**src/rtl/nmea_sentence_framer_core_macros.svh**
```systemverilog
// Assertion helpers for the sentence framer.
`ifndef NMEA_SENTENCE_FRAMER_CORE_MACROS_SVH
`define NMEA_SENTENCE_FRAMER_CORE_MACROS_SVH

// Same-cycle implication, disabled while reset is low.
`define NSF_ASSERT_NOW(label, clk, rst_n, ante, cons, msg) \
    label: assert property (@(posedge clk) disable iff (!(rst_n)) (ante) |-> (cons)) \
        else $error(msg);

// Next-cycle implication, disabled while reset is low.
`define NSF_ASSERT_NEXT(label, clk, rst_n, ante, cons, msg) \
    label: assert property (@(posedge clk) disable iff (!(rst_n)) (ante) |=> (cons)) \
        else $error(msg);

`endif

```
**src/rtl/nsf_pkg.sv**
```systemverilog
`default_nettype none

package nsf_pkg;

    localparam int MAX_SENTENCE_BYTES_DEF = 128;

    localparam logic [7:0] CH_DOLLAR = 8'h24;
    localparam logic [7:0] CH_STAR   = 8'h2A;
    localparam logic [7:0] CH_COMMA  = 8'h2C;
    localparam logic [7:0] CH_0      = 8'h30;
    localparam logic [7:0] CH_9      = 8'h39;
    localparam logic [7:0] CH_UA     = 8'h41;
    localparam logic [7:0] CH_UF     = 8'h46;
    localparam logic [7:0] CH_LA     = 8'h61;
    localparam logic [7:0] CH_LF     = 8'h66;

    localparam logic [31:0] TAG_GGA  = "GGA,";
    localparam logic [31:0] TAG_RMC  = "RMC,";
    localparam logic [31:0] TAG_GST  = "GST,";
    localparam logic [31:0] TAG_GSA  = "GSA,";
    localparam logic [31:0] TAG_VTG  = "VTG,";
    localparam logic [39:0] TAG_PSTM = "PSTM,";

    localparam logic [7:0] MIN_COMMAS_GGA = 8'd14;
    localparam logic [7:0] MIN_COMMAS_RMC = 8'd11;
    localparam logic [7:0] NUM_COMMAS_GST = 8'd8;
    localparam logic [7:0] MIN_COMMAS_GSA = 8'd17;
    localparam logic [7:0] MIN_COMMAS_VTG = 8'd8;

    localparam int HDR_DEPTH = 6;

    typedef enum logic [2:0] {
        KIND_UNKNOWN = 3'd0,
        KIND_GGA     = 3'd1,
        KIND_RMC     = 3'd2,
        KIND_GST     = 3'd3,
        KIND_GSA     = 3'd4,
        KIND_VTG     = 3'd5,
        KIND_PSTM    = 3'd6
    } t_kind;

    typedef enum logic [2:0] {
        PH_IDLE   = 3'd0,
        PH_BODY   = 3'd1,
        PH_HEX_HI = 3'd2,
        PH_HEX_LO = 3'd3,
        PH_END1   = 3'd4,
        PH_END2   = 3'd5
    } t_phase;

    typedef struct packed {
        logic       bad;
        logic [3:0] value;
    } t_hex;

    typedef struct packed {
        logic       checksum_ok;
        t_kind      sentence_kind;
        logic [7:0] talker_first;
        logic [7:0] talker_second;
        logic [7:0] field_separators;
        logic [7:0] received_sum;
        logic [7:0] computed_sum;
        logic [7:0] sentence_bytes;
    } t_result;

    function automatic t_hex hex_decode(input logic [7:0] c);
        t_hex res;
        res.bad   = 1'b0;
        res.value = 4'd0;
        if (c >= CH_0 && c <= CH_9) begin
            res.value = 4'(c - CH_0);
        end else if (c >= CH_UA && c <= CH_UF) begin
            res.value = 4'(c - CH_UA + 8'd10);
        end else if (c >= CH_LA && c <= CH_LF) begin
            res.value = 4'(c - CH_LA + 8'd10);
        end else begin
            res.bad = 1'b1;
        end
        return res;
    endfunction

endpackage

`default_nettype wire

```
**src/rtl/nmea_sentence_framer_core.sv**
```systemverilog
// Channel  | Direction | Handshake                 | Payload
// ---------+-----------+---------------------------+-----------------------------------
// rx       | in        | i_rx_valid / o_rx_ready   | i_rx_byte
// res      | out       | o_res_valid / i_res_ready | o_checksum_ok .. o_sentence_bytes
//
// One byte transaction per cycle, sustained while the result side keeps up.
// A result is presented the cycle after the sentence's last byte, or waits in the
// skid entry while an earlier result is still held in the output register.
// o_rx_ready falls only while that skid entry is occupied.
// i_rst_n is synchronous, active low: the framer returns to idle, both result
// entries are emptied.
`default_nettype none

`include "nmea_sentence_framer_core_macros.svh"

module nmea_sentence_framer_core #(
    parameter int MAX_SENTENCE_BYTES = nsf_pkg::MAX_SENTENCE_BYTES_DEF
) (
    input  wire logic             i_clk,
    input  wire logic             i_rst_n,
    input  wire logic             i_rx_valid,
    output logic                  o_rx_ready,
    input  wire logic [7:0]       i_rx_byte,
    output logic                  o_res_valid,
    input  wire logic             i_res_ready,
    output logic                  o_checksum_ok,
    output nsf_pkg::t_kind        o_sentence_kind,
    output logic [7:0]            o_talker_first,
    output logic [7:0]            o_talker_second,
    output logic [7:0]            o_field_separators,
    output logic [7:0]            o_received_sum,
    output logic [7:0]            o_computed_sum,
    output logic [7:0]            o_sentence_bytes
);
    import nsf_pkg::*;

    // Position at which the next byte would overrun the sentence buffer.
    localparam logic [7:0] MAX_POS = 8'(MAX_SENTENCE_BYTES);

    // Framing state
    t_phase     r_phase, n_phase;
    logic [7:0] r_xor;
    logic [7:0] r_commas;
    logic [7:0] r_byte_pos;
    logic [7:0] r_hex_val;
    logic       r_hex_err;
    logic [7:0] r_hdr [HDR_DEPTH];

    // Result buffer: output register plus one skid entry
    logic       r_out_valid;
    t_result    r_out;
    logic       r_skid_valid;
    t_result    r_skid;

    logic       rx_fire;
    logic       out_fire;
    logic       is_dollar;
    logic       phase_live;
    logic       overflow;
    logic       take;       // byte belongs to the open sentence
    logic       complete;   // byte closes the sentence
    t_hex       hex;
    logic [7:0] hdr_eff [HDR_DEPTH];
    logic       sum_ok;
    t_kind      kind;
    t_result    new_res;

    assign rx_fire    = i_rx_valid && o_rx_ready;
    assign out_fire   = r_out_valid && i_res_ready;
    assign o_rx_ready = !r_skid_valid;
    assign is_dollar  = (i_rx_byte == CH_DOLLAR);
    assign overflow   = (r_byte_pos >= MAX_POS);
    assign hex        = hex_decode(i_rx_byte);

    // Phase control: next state
    always_comb begin
        n_phase = r_phase;
        if (rx_fire) begin
            if (is_dollar) begin
                n_phase = PH_BODY;
            end else if (!phase_live || overflow) begin
                n_phase = PH_IDLE;
            end else begin
                unique case (r_phase)
                    PH_BODY:   n_phase = (i_rx_byte == CH_STAR) ? PH_HEX_HI : PH_BODY;
                    PH_HEX_HI: n_phase = PH_HEX_LO;
                    PH_HEX_LO: n_phase = PH_END1;
                    PH_END1:   n_phase = PH_END2;
                    default:   n_phase = PH_IDLE;
                endcase
            end
        end
    end

    // Phase control: decoded outputs
    always_comb begin
        unique case (r_phase)
            PH_BODY, PH_HEX_HI, PH_HEX_LO, PH_END1, PH_END2: phase_live = 1'b1;
            default:                                         phase_live = 1'b0;
        endcase
        take     = rx_fire && !is_dollar && phase_live && !overflow;
        complete = take && (r_phase == PH_END2);
    end

    // Header bytes as seen after this byte's write; the closing byte may land in them.
    always_comb begin
        for (int k = 0; k < HDR_DEPTH; k++) begin
            hdr_eff[k] = (take && r_byte_pos == 8'(k + 1)) ? i_rx_byte : r_hdr[k];
        end
    end

    // Verdict and kind
    always_comb begin
        sum_ok = !r_hex_err && (r_hex_val == r_xor);
        kind   = KIND_UNKNOWN;
        if ({hdr_eff[2], hdr_eff[3], hdr_eff[4], hdr_eff[5]} == TAG_GGA
                && r_commas >= MIN_COMMAS_GGA) begin
            kind = KIND_GGA;
        end else if ({hdr_eff[2], hdr_eff[3], hdr_eff[4], hdr_eff[5]} == TAG_RMC
                && r_commas >= MIN_COMMAS_RMC) begin
            kind = KIND_RMC;
        end else if ({hdr_eff[2], hdr_eff[3], hdr_eff[4], hdr_eff[5]} == TAG_GST
                && r_commas == NUM_COMMAS_GST) begin
            kind = KIND_GST;
        end else if ({hdr_eff[2], hdr_eff[3], hdr_eff[4], hdr_eff[5]} == TAG_GSA
                && r_commas >= MIN_COMMAS_GSA) begin
            kind = KIND_GSA;
        end else if ({hdr_eff[2], hdr_eff[3], hdr_eff[4], hdr_eff[5]} == TAG_VTG
                && r_commas >= MIN_COMMAS_VTG) begin
            kind = KIND_VTG;
        end else if ({hdr_eff[0], hdr_eff[1], hdr_eff[2], hdr_eff[3], hdr_eff[4]}
                == TAG_PSTM) begin
            kind = KIND_PSTM;
        end

        new_res.checksum_ok      = sum_ok;
        new_res.sentence_kind    = sum_ok ? kind : KIND_UNKNOWN;
        new_res.talker_first     = hdr_eff[0];
        new_res.talker_second    = hdr_eff[1];
        new_res.field_separators = r_commas;
        new_res.received_sum     = r_hex_val;
        new_res.computed_sum     = r_xor;
        new_res.sentence_bytes   = r_byte_pos + 8'd1;
    end

    // Framing registers
    always_ff @(posedge i_clk) begin
        if (!i_rst_n) begin
            r_phase    <= PH_IDLE;
            r_xor      <= 8'd0;
            r_commas   <= 8'd0;
            r_byte_pos <= 8'd0;
            r_hex_val  <= 8'd0;
            r_hex_err  <= 1'b0;
        end else begin
            r_phase <= n_phase;
            if (rx_fire && is_dollar) begin
                // '$' restarts from any phase
                r_xor      <= 8'd0;
                r_commas   <= 8'd0;
                r_byte_pos <= 8'd1;
                r_hex_val  <= 8'd0;
                r_hex_err  <= 1'b0;
            end else if (take) begin
                r_byte_pos <= r_byte_pos + 8'd1;
                case (r_phase)
                    PH_BODY: begin
                        if (i_rx_byte != CH_STAR) begin
                            r_xor <= r_xor ^ i_rx_byte;
                            if (i_rx_byte == CH_COMMA) begin
                                r_commas <= r_commas + 8'd1;
                            end
                        end
                    end
                    PH_HEX_HI: begin
                        r_hex_val <= {hex.value, 4'd0};
                        if (hex.bad) begin
                            r_hex_err <= 1'b1;
                        end
                    end
                    PH_HEX_LO: begin
                        r_hex_val <= {r_hex_val[7:4], hex.value};
                        if (hex.bad) begin
                            r_hex_err <= 1'b1;
                        end
                    end
                    default: ;
                endcase
            end
        end
    end

    // Header capture, sentence bytes 1..6
    always_ff @(posedge i_clk) begin
        for (int k = 0; k < HDR_DEPTH; k++) begin
            r_hdr[k] <= hdr_eff[k];
        end
    end

    // Result buffer control
    always_ff @(posedge i_clk) begin
        if (!i_rst_n) begin
            r_out_valid  <= 1'b0;
            r_skid_valid <= 1'b0;
        end else if (r_skid_valid) begin
            // skid full: no new transaction can arrive
            if (out_fire) begin
                r_skid_valid <= 1'b0;
            end
        end else if (complete) begin
            if (r_out_valid && !out_fire) begin
                r_skid_valid <= 1'b1;
            end else begin
                r_out_valid <= 1'b1;
            end
        end else if (out_fire) begin
            r_out_valid <= 1'b0;
        end
    end

    // Result buffer payload
    always_ff @(posedge i_clk) begin
        if (r_skid_valid) begin
            if (out_fire) begin
                r_out <= r_skid;
            end
        end else if (complete) begin
            if (r_out_valid && !out_fire) begin
                r_skid <= new_res;
            end else begin
                r_out <= new_res;
            end
        end
    end

    assign o_res_valid        = r_out_valid;
    assign o_checksum_ok      = r_out.checksum_ok;
    assign o_sentence_kind    = r_out.sentence_kind;
    assign o_talker_first     = r_out.talker_first;
    assign o_talker_second    = r_out.talker_second;
    assign o_field_separators = r_out.field_separators;
    assign o_received_sum     = r_out.received_sum;
    assign o_computed_sum     = r_out.computed_sum;
    assign o_sentence_bytes   = r_out.sentence_bytes;

    // Checks
    `NSF_ASSERT_NOW(a_skid_behind_out, i_clk, i_rst_n, r_skid_valid, r_out_valid,
        "skid entry without output entry")
    `NSF_ASSERT_NEXT(a_close_gives_result, i_clk, i_rst_n, complete, r_out_valid,
        "closing byte left no result")
    `NSF_ASSERT_NEXT(a_skid_drains, i_clk, i_rst_n, r_skid_valid && i_res_ready,
        !r_skid_valid, "skid entry not drained after output transaction")
    `NSF_ASSERT_NOW(a_pos_bounded, i_clk, i_rst_n, r_phase != PH_IDLE,
        r_byte_pos != 8'd0 && r_byte_pos <= MAX_POS, "byte position outside sentence buffer")
    `NSF_ASSERT_NOW(a_kind_needs_sum, i_clk, i_rst_n,
        r_out_valid && r_out.sentence_kind != KIND_UNKNOWN,
        r_out.checksum_ok && r_out.received_sum == r_out.computed_sum,
        "kind reported on failed checksum")

endmodule

`default_nettype wire

```
**config.mk**
```make
export PLATFORM = sky130hd
export DESIGN_NAME = nmea_sentence_framer_core
export DESIGN_NICKNAME = d
export VERILOG_FILES = /design/src/rtl/nsf_pkg.sv /design/src/rtl/nmea_sentence_framer_core.sv
export VERILOG_INCLUDE_DIRS = /design/src /design/src/rtl
export SDC_FILE = /design/constraint.sdc
export NUM_CORES = 1
export LEC_CHECK = 0
export ABC_CLOCK_PERIOD_IN_PS = 11500
export BUFFER_PORTS_ARGS = -buffer_cell sky130_fd_sc_hd__buf_4
export CAP_MARGIN = 20
export CORE_MARGIN = 2
export CORE_UTILIZATION = 60
export DETAILED_ROUTE_END_ITERATION = 12
export PLACE_DENSITY = 0.84
export SYNTH_ARGS = -nofsm -noshare
export SYNTH_HDL_FRONTEND = slang
export SYNTH_SLANG_ARGS = --single-unit
export TNS_END_PERCENT = 30
```
**constraint.sdc**
```tcl
create_clock -name i_clk -period 11.5 [get_ports i_clk]
set_input_delay 2.3 -clock i_clk [delete_from_list [all_inputs] [get_ports i_clk]]
set_output_delay 2.3 -clock i_clk [all_outputs]
set_load 0.005 [all_outputs]
```
==> results <==
- The run finished with clean final reports.
- The top cell type's share of synthesized area is between 30% and 40%.
- Multiplexer cells account for 10.6% of the synthesized area.
- The worst hold path was traced through 2 stages.
- The synthesized netlist occupies a cell area of about 0.0083 mm^2.
- The number of diodes is 0.
- The worst hold path begins at r_hdr[2][6].
- In the final design database the tool counted ~790 nets.
- STA puts the critical path data required time at around 12 ns.
- The Yosys step of the flow raised 0 warnings.
- Setup slack on the worst reg-to-reg path comes out at 7.73 ns.
- The final cell count without fillers is ~960.
- The path class of the lowest-slack min-delay path is flop to flop.
- The highest cell delay on the worst timing path is 0.59 ns.
- In this run, CTS created clock tree buffers numbering 17.
- The synthesized netlist devotes 6.47% of its cell area to compound gates.
- After synthesis, the share of flip-flops with an asynchronous set or reset is 0%.
- At the end of routability-driven placement, the weighted congestion stood at approximately 0.95.
- In this run the tool buffered the top-level ports with between 60 and 70 buffer cells.
- The y dimension of the die is between 100 and 150 um.
- The count of placed standard cells including taps is 922.
- The slowest stage of the critical path is the sky130_fd_sc_hd__and2_1 cell.
- Detailed placement finished with a half-perimeter wire length of roughly 13 mm.
- Each instance of the synthesized netlist takes up on average between 10 and 15 um^2.
- Derived from the worst setup path, the maximum achievable clock frequency is between 150 and 200 MHz.
- The overall routed net length is approximately 19 mm.
- The number of cells on the worst reg-to-reg path is 8.
- The dominant delay contributor by cell family on the critical path is simple AND/OR/NAND/NOR gates.
- The total negative setup slack is 0 ns.
- The clock passes through at most 2 buffers.
- The library cell with the largest summed area after synthesis is sky130_fd_sc_hd__edfxtp_1.
- The filler cells instantiated in the layout total between 900 and 1,000.
- The initial antenna violation count came to 0.
- The CTS root buffer is sky130_fd_sc_hd__clkbuf_16.
- The wire length per cell after detailed routing is between 15 and 20 um.
- The detail-routed via count per cell is 5.88.
- Across the run, the number of max-cap violations was 0.
- Setup violations remaining at the end of the flow were counted as 0.
- In this run the static leakage power is between 3 and 4 nW.
- Summing the areas of all fa, ha and maj instances in the mapped netlist gives 1.80% of the synthesized area.
- The end point of the worst hold path is r_hdr[2][6].
- The quantity of gates resized following cts is 0.
- Data arrives at the worst endpoint at around 5.6 ns.
- The signal on the critical path passes through buf_4, clkinv_1, ha_1, a311oi_2, and2_1, mux2i_1, or4_4, or3b_4, nand3_1, o31ai_1.
- Power spread over the standard cell area amounts to 144 mW/mm^2.
- The launching element type of the critical path is an input port.
- The iteration-0 DRC count of the detailed router is between 400 and 500.
- Buffers inserted to repair hold after CTS numbered 0.
- Synthesis inferred 190 register bits.
- The pin count of the biggest net entering global routing is 53.
- The number of I/O pins is 66.
- The total congestion overflow after global routing is 0.
- The clock sink total is 190.
- Cells fill a little over two thirds of the core in the end.
- The setup path with the least slack is of type input port to flop.
- Setup repair after global routing left no endpoint under its margin.
- The number of global-route vias before repair is approximately 5,500.
- The worst slew margin relative to its limit is a little over a third.
- Counting I/O delays and the setup requirement, the final critical path takes between 5 and 6 ns.
- The critical path capture point type is a flop.
- Among all flip-flop cells after synthesis, the most frequent one is sky130_fd_sc_hd__edfxtp_1.
- The total global routing track utilization is 26.2%.
- Synthesis handed over a netlist of 709 instances.
- The footprint of the multi-input gates is around 0.0033 mm^2.
- The simple logic cell fraction of the synthesized area is 16.6%.
- The floorplan has between 40 and 50 rows.
- The clock arrives with between 0.009 and 0.01 ns of skew.
- The DRC violation count after routing is 0.
- The final hold violation count is 0.
- The transition time at the pin with the least slew margin is ~0.96 ns.
- Yosys mapped a number of flops with a built-in enable equal to about 100.
- The number of distinct library cells after synthesis is 67.
- The main combinational cell family by area after synthesis is simple AND/OR/NAND/NOR gates.
- Counting every net in the synthesized netlist gives between 700 and 800.
- The floorplan step set the die width to roughly 120 um.
- After Yosys synthesis, XOR and XNOR cells account for 3.68% of the synthesized area.
- The area of the placeable core is 0.0137 mm^2.
- The area enclosed by the die boundary is approximately 0.015 mm^2.
- The worst path uses 47.4% of the clock period.
- The first-pass GRT wire length is 29.5 mm.
- The total via count in the routed design is between 5,000 and 6,000.
- The clock latency reported for the late side of the worst-skew pair is 0.43 ns.
- The endpoint identified for the worst register-to-register timing path is o_sentence_kind[2].
- The clock tree from TritonCTS is done.
- The source of the worst register-to-register timing path is r_skid_valid.
- In this run the post-CTS setup repair buffer count came out at 0.
- The clock slew at the register clock pins of the worst setup and hold paths is 0.06 ns.
- Of all nets on the critical path, the largest fanout is 15.
- Of the cells placed in the final design, the portion with a size suffix greater than 1 is 24.3%.
- The detailed-routing iteration count for the pre-antenna-repair pass is 6.
- The share of the Yosys chip area taken by registers is between 50% and 60%.
- The final count of pins violating max slew is 0.
- IR analysis of the VDD net gives a maximum drop of between 0.1 and 0.15 mV.
- The H-tree depth is 4.
- The initial utilization of the core area, before any placement, comes to roughly 61%.
- The number of buffers and inverters on the critical path is 2.
- Relative to the synthesized area, the layout overhead comes to 14.3%.
- After layout, the design draws a total of about 1.4 mW.
- The sequential cell area in the final layout is ~0.0048 mm^2.
- The number of nets still failing antenna checks after routing is 0.
- By area the synthesized netlist is led by sky130_fd_sc_hd__edfxtp_1 (37%), sky130_fd_sc_hd__dfxtp_1 (21%), sky130_fd_sc_hd__mux2_2 (9.1%).
-- metal layers --
metal | up-vias | GRT usage [%] | wire, um
li1 | 2682 | - | -
met1 | 2769 | 35.1 | 8370
met2 | 144 | 43.5 | 9330
met5 | - | 0 | 0
met4 | 0 | 6.54 | 204
met3 | 20 | 6.09 | 660
-- worst reg2reg max path, cell delays in order (launching register included) --
cell and delay (ns):
sky130_fd_sc_hd__dfxtp_1 0.69, sky130_fd_sc_hd__nand2b_1 0.30, sky130_fd_sc_hd__a311o_1 0.79, sky130_fd_sc_hd__nor2_1 0.48
sky130_fd_sc_hd__or3b_2 0.56, sky130_fd_sc_hd__a22oi_1 0.17, sky130_fd_sc_hd__nand4_1 0.17, sky130_fd_sc_hd__o311a_1 0.17
sky130_fd_sc_hd__o31ai_1 0.26
-- report_power, final --
group          switching, mW  internal [mW]  total [mW]
Combinational         0.0381         0.0247      0.0628
Sequential           0.00661          0.724       0.731
Clock                  0.253          0.322       0.575
Total                  0.297           1.07        1.37
-- state kept, by name (all words and copies together), names as in the netlist --
register,count
r_skid,52
r_hdr,48
o_computed_sum,8
o_field_separators,8
o_received_sum,8
o_sentence_bytes,8
o_talker_first,8
o_talker_second,8
r_byte_pos,8
r_commas,8
r_hex_val,8
r_xor,8
o_sentence_kind,3
r_phase,3
o_checksum_ok,1
o_res_valid,1
r_hex_err,1
r_skid_valid,1
-- worst max path at each step --
stage,startpoint,endpoint,slack (ns),depth (start not counted)
2_1_floorplan,i_rx_byte[0],r_skid[0],3.88,6
3_3_place_gp,i_rx_byte[4],o_sentence_kind[2],5.84,9
3_5_place_dp,i_rx_byte[0],o_sentence_kind[2],5.70,10
4_1_cts,i_rx_byte[0],o_sentence_kind[2],6.14,10
5_1_grt,i_rx_byte[4],o_sentence_kind[1],5.84,9
6_report,i_rx_byte[0],o_sentence_kind[2],6.05,10
-- synth_stat cells, types with 3 or more instances --
cell and n:
sky130_fd_sc_hd__a2111oi_0 3, sky130_fd_sc_hd__a211oi_1 3, sky130_fd_sc_hd__a21oi_1 10, sky130_fd_sc_hd__a22oi_1 9, sky130_fd_sc_hd__a31oi_1 3, sky130_fd_sc_hd__and3_1 6
sky130_fd_sc_hd__and4_1 3, sky130_fd_sc_hd__buf_1 3, sky130_fd_sc_hd__buf_2 8, sky130_fd_sc_hd__clkbuf_1 22, sky130_fd_sc_hd__dfxtp_1 86, sky130_fd_sc_hd__edfxtp_1 104
sky130_fd_sc_hd__ha_1 12, sky130_fd_sc_hd__inv_1 15, sky130_fd_sc_hd__mux2_2 67, sky130_fd_sc_hd__mux2i_1 12, sky130_fd_sc_hd__nand2_1 82, sky130_fd_sc_hd__nand2b_1 3
sky130_fd_sc_hd__nand3_1 14, sky130_fd_sc_hd__nand4_1 14, sky130_fd_sc_hd__nand4b_1 5, sky130_fd_sc_hd__nor2_1 57, sky130_fd_sc_hd__nor2b_1 11, sky130_fd_sc_hd__nor3_1 17
sky130_fd_sc_hd__nor3b_1 4, sky130_fd_sc_hd__nor4_1 5, sky130_fd_sc_hd__nor4b_1 4, sky130_fd_sc_hd__o21ai_0 33, sky130_fd_sc_hd__o31ai_1 6, sky130_fd_sc_hd__or4_1 6
sky130_fd_sc_hd__xnor2_1 15, sky130_fd_sc_hd__xor2_1 20
-- cell usage in the layout, fill, tap and decap left out, types with 12 or more instances in the layout --
master,n
sky130_fd_sc_hd__nand2_1,82
sky130_fd_sc_hd__mux2_2,67
sky130_fd_sc_hd__xnor2_1,15
sky130_fd_sc_hd__nand3_1,14
sky130_fd_sc_hd__dfxtp_1,86
sky130_fd_sc_hd__inv_1,15
sky130_fd_sc_hd__ha_1,12
sky130_fd_sc_hd__nand4_1,14
sky130_fd_sc_hd__nor2_1,57
sky130_fd_sc_hd__o21ai_0,33
sky130_fd_sc_hd__mux2i_1,12
sky130_fd_sc_hd__nor3_1,16
sky130_fd_sc_hd__buf_4,69
sky130_fd_sc_hd__clkbuf_16,17
sky130_fd_sc_hd__xor2_1,20
sky130_fd_sc_hd__edfxtp_1,104
-- cell type report --
| cell class | count | area share (%) |
|---|---|---|
| multi-input combinational | 466 | 34.4 |
| timing repair buffer | 70 | 5.72 |
| sequential | 190 | 50.8 |
| inverter | 17 | 0.670 |
| tap | 180 | 2.36 |
| clock buffer | 20 | 4.58 |
| clock inverter | 12 | 1.44 |
-- per-stage QoR --
stage	setup slack [ns]	instance area (um^2)	hold slack (ns)
after floorplan	3.88	8340	0.406
after global placement	5.84	8930	0.422
after detailed placement	5.70	8930	0.433
after CTS	6.14	9500	0.446
after global routing	5.84	9530	0.470
final	6.05	9530	0.443
-- kinds of logic after synthesis --
| logic type | Yosys count |
|---|---|
| AND/OR/NAND/NOR | 258 |
| flip-flops | 190 |
| AO/OA/AOI/OAI | 81 |
| multiplexers | 80 |
| buffers and inverters | 53 |
| XOR/XNOR | 35 |
| adder cells (fa/ha/maj) | 12 |
Note: power is estimated with default switching activity, not from simulation.
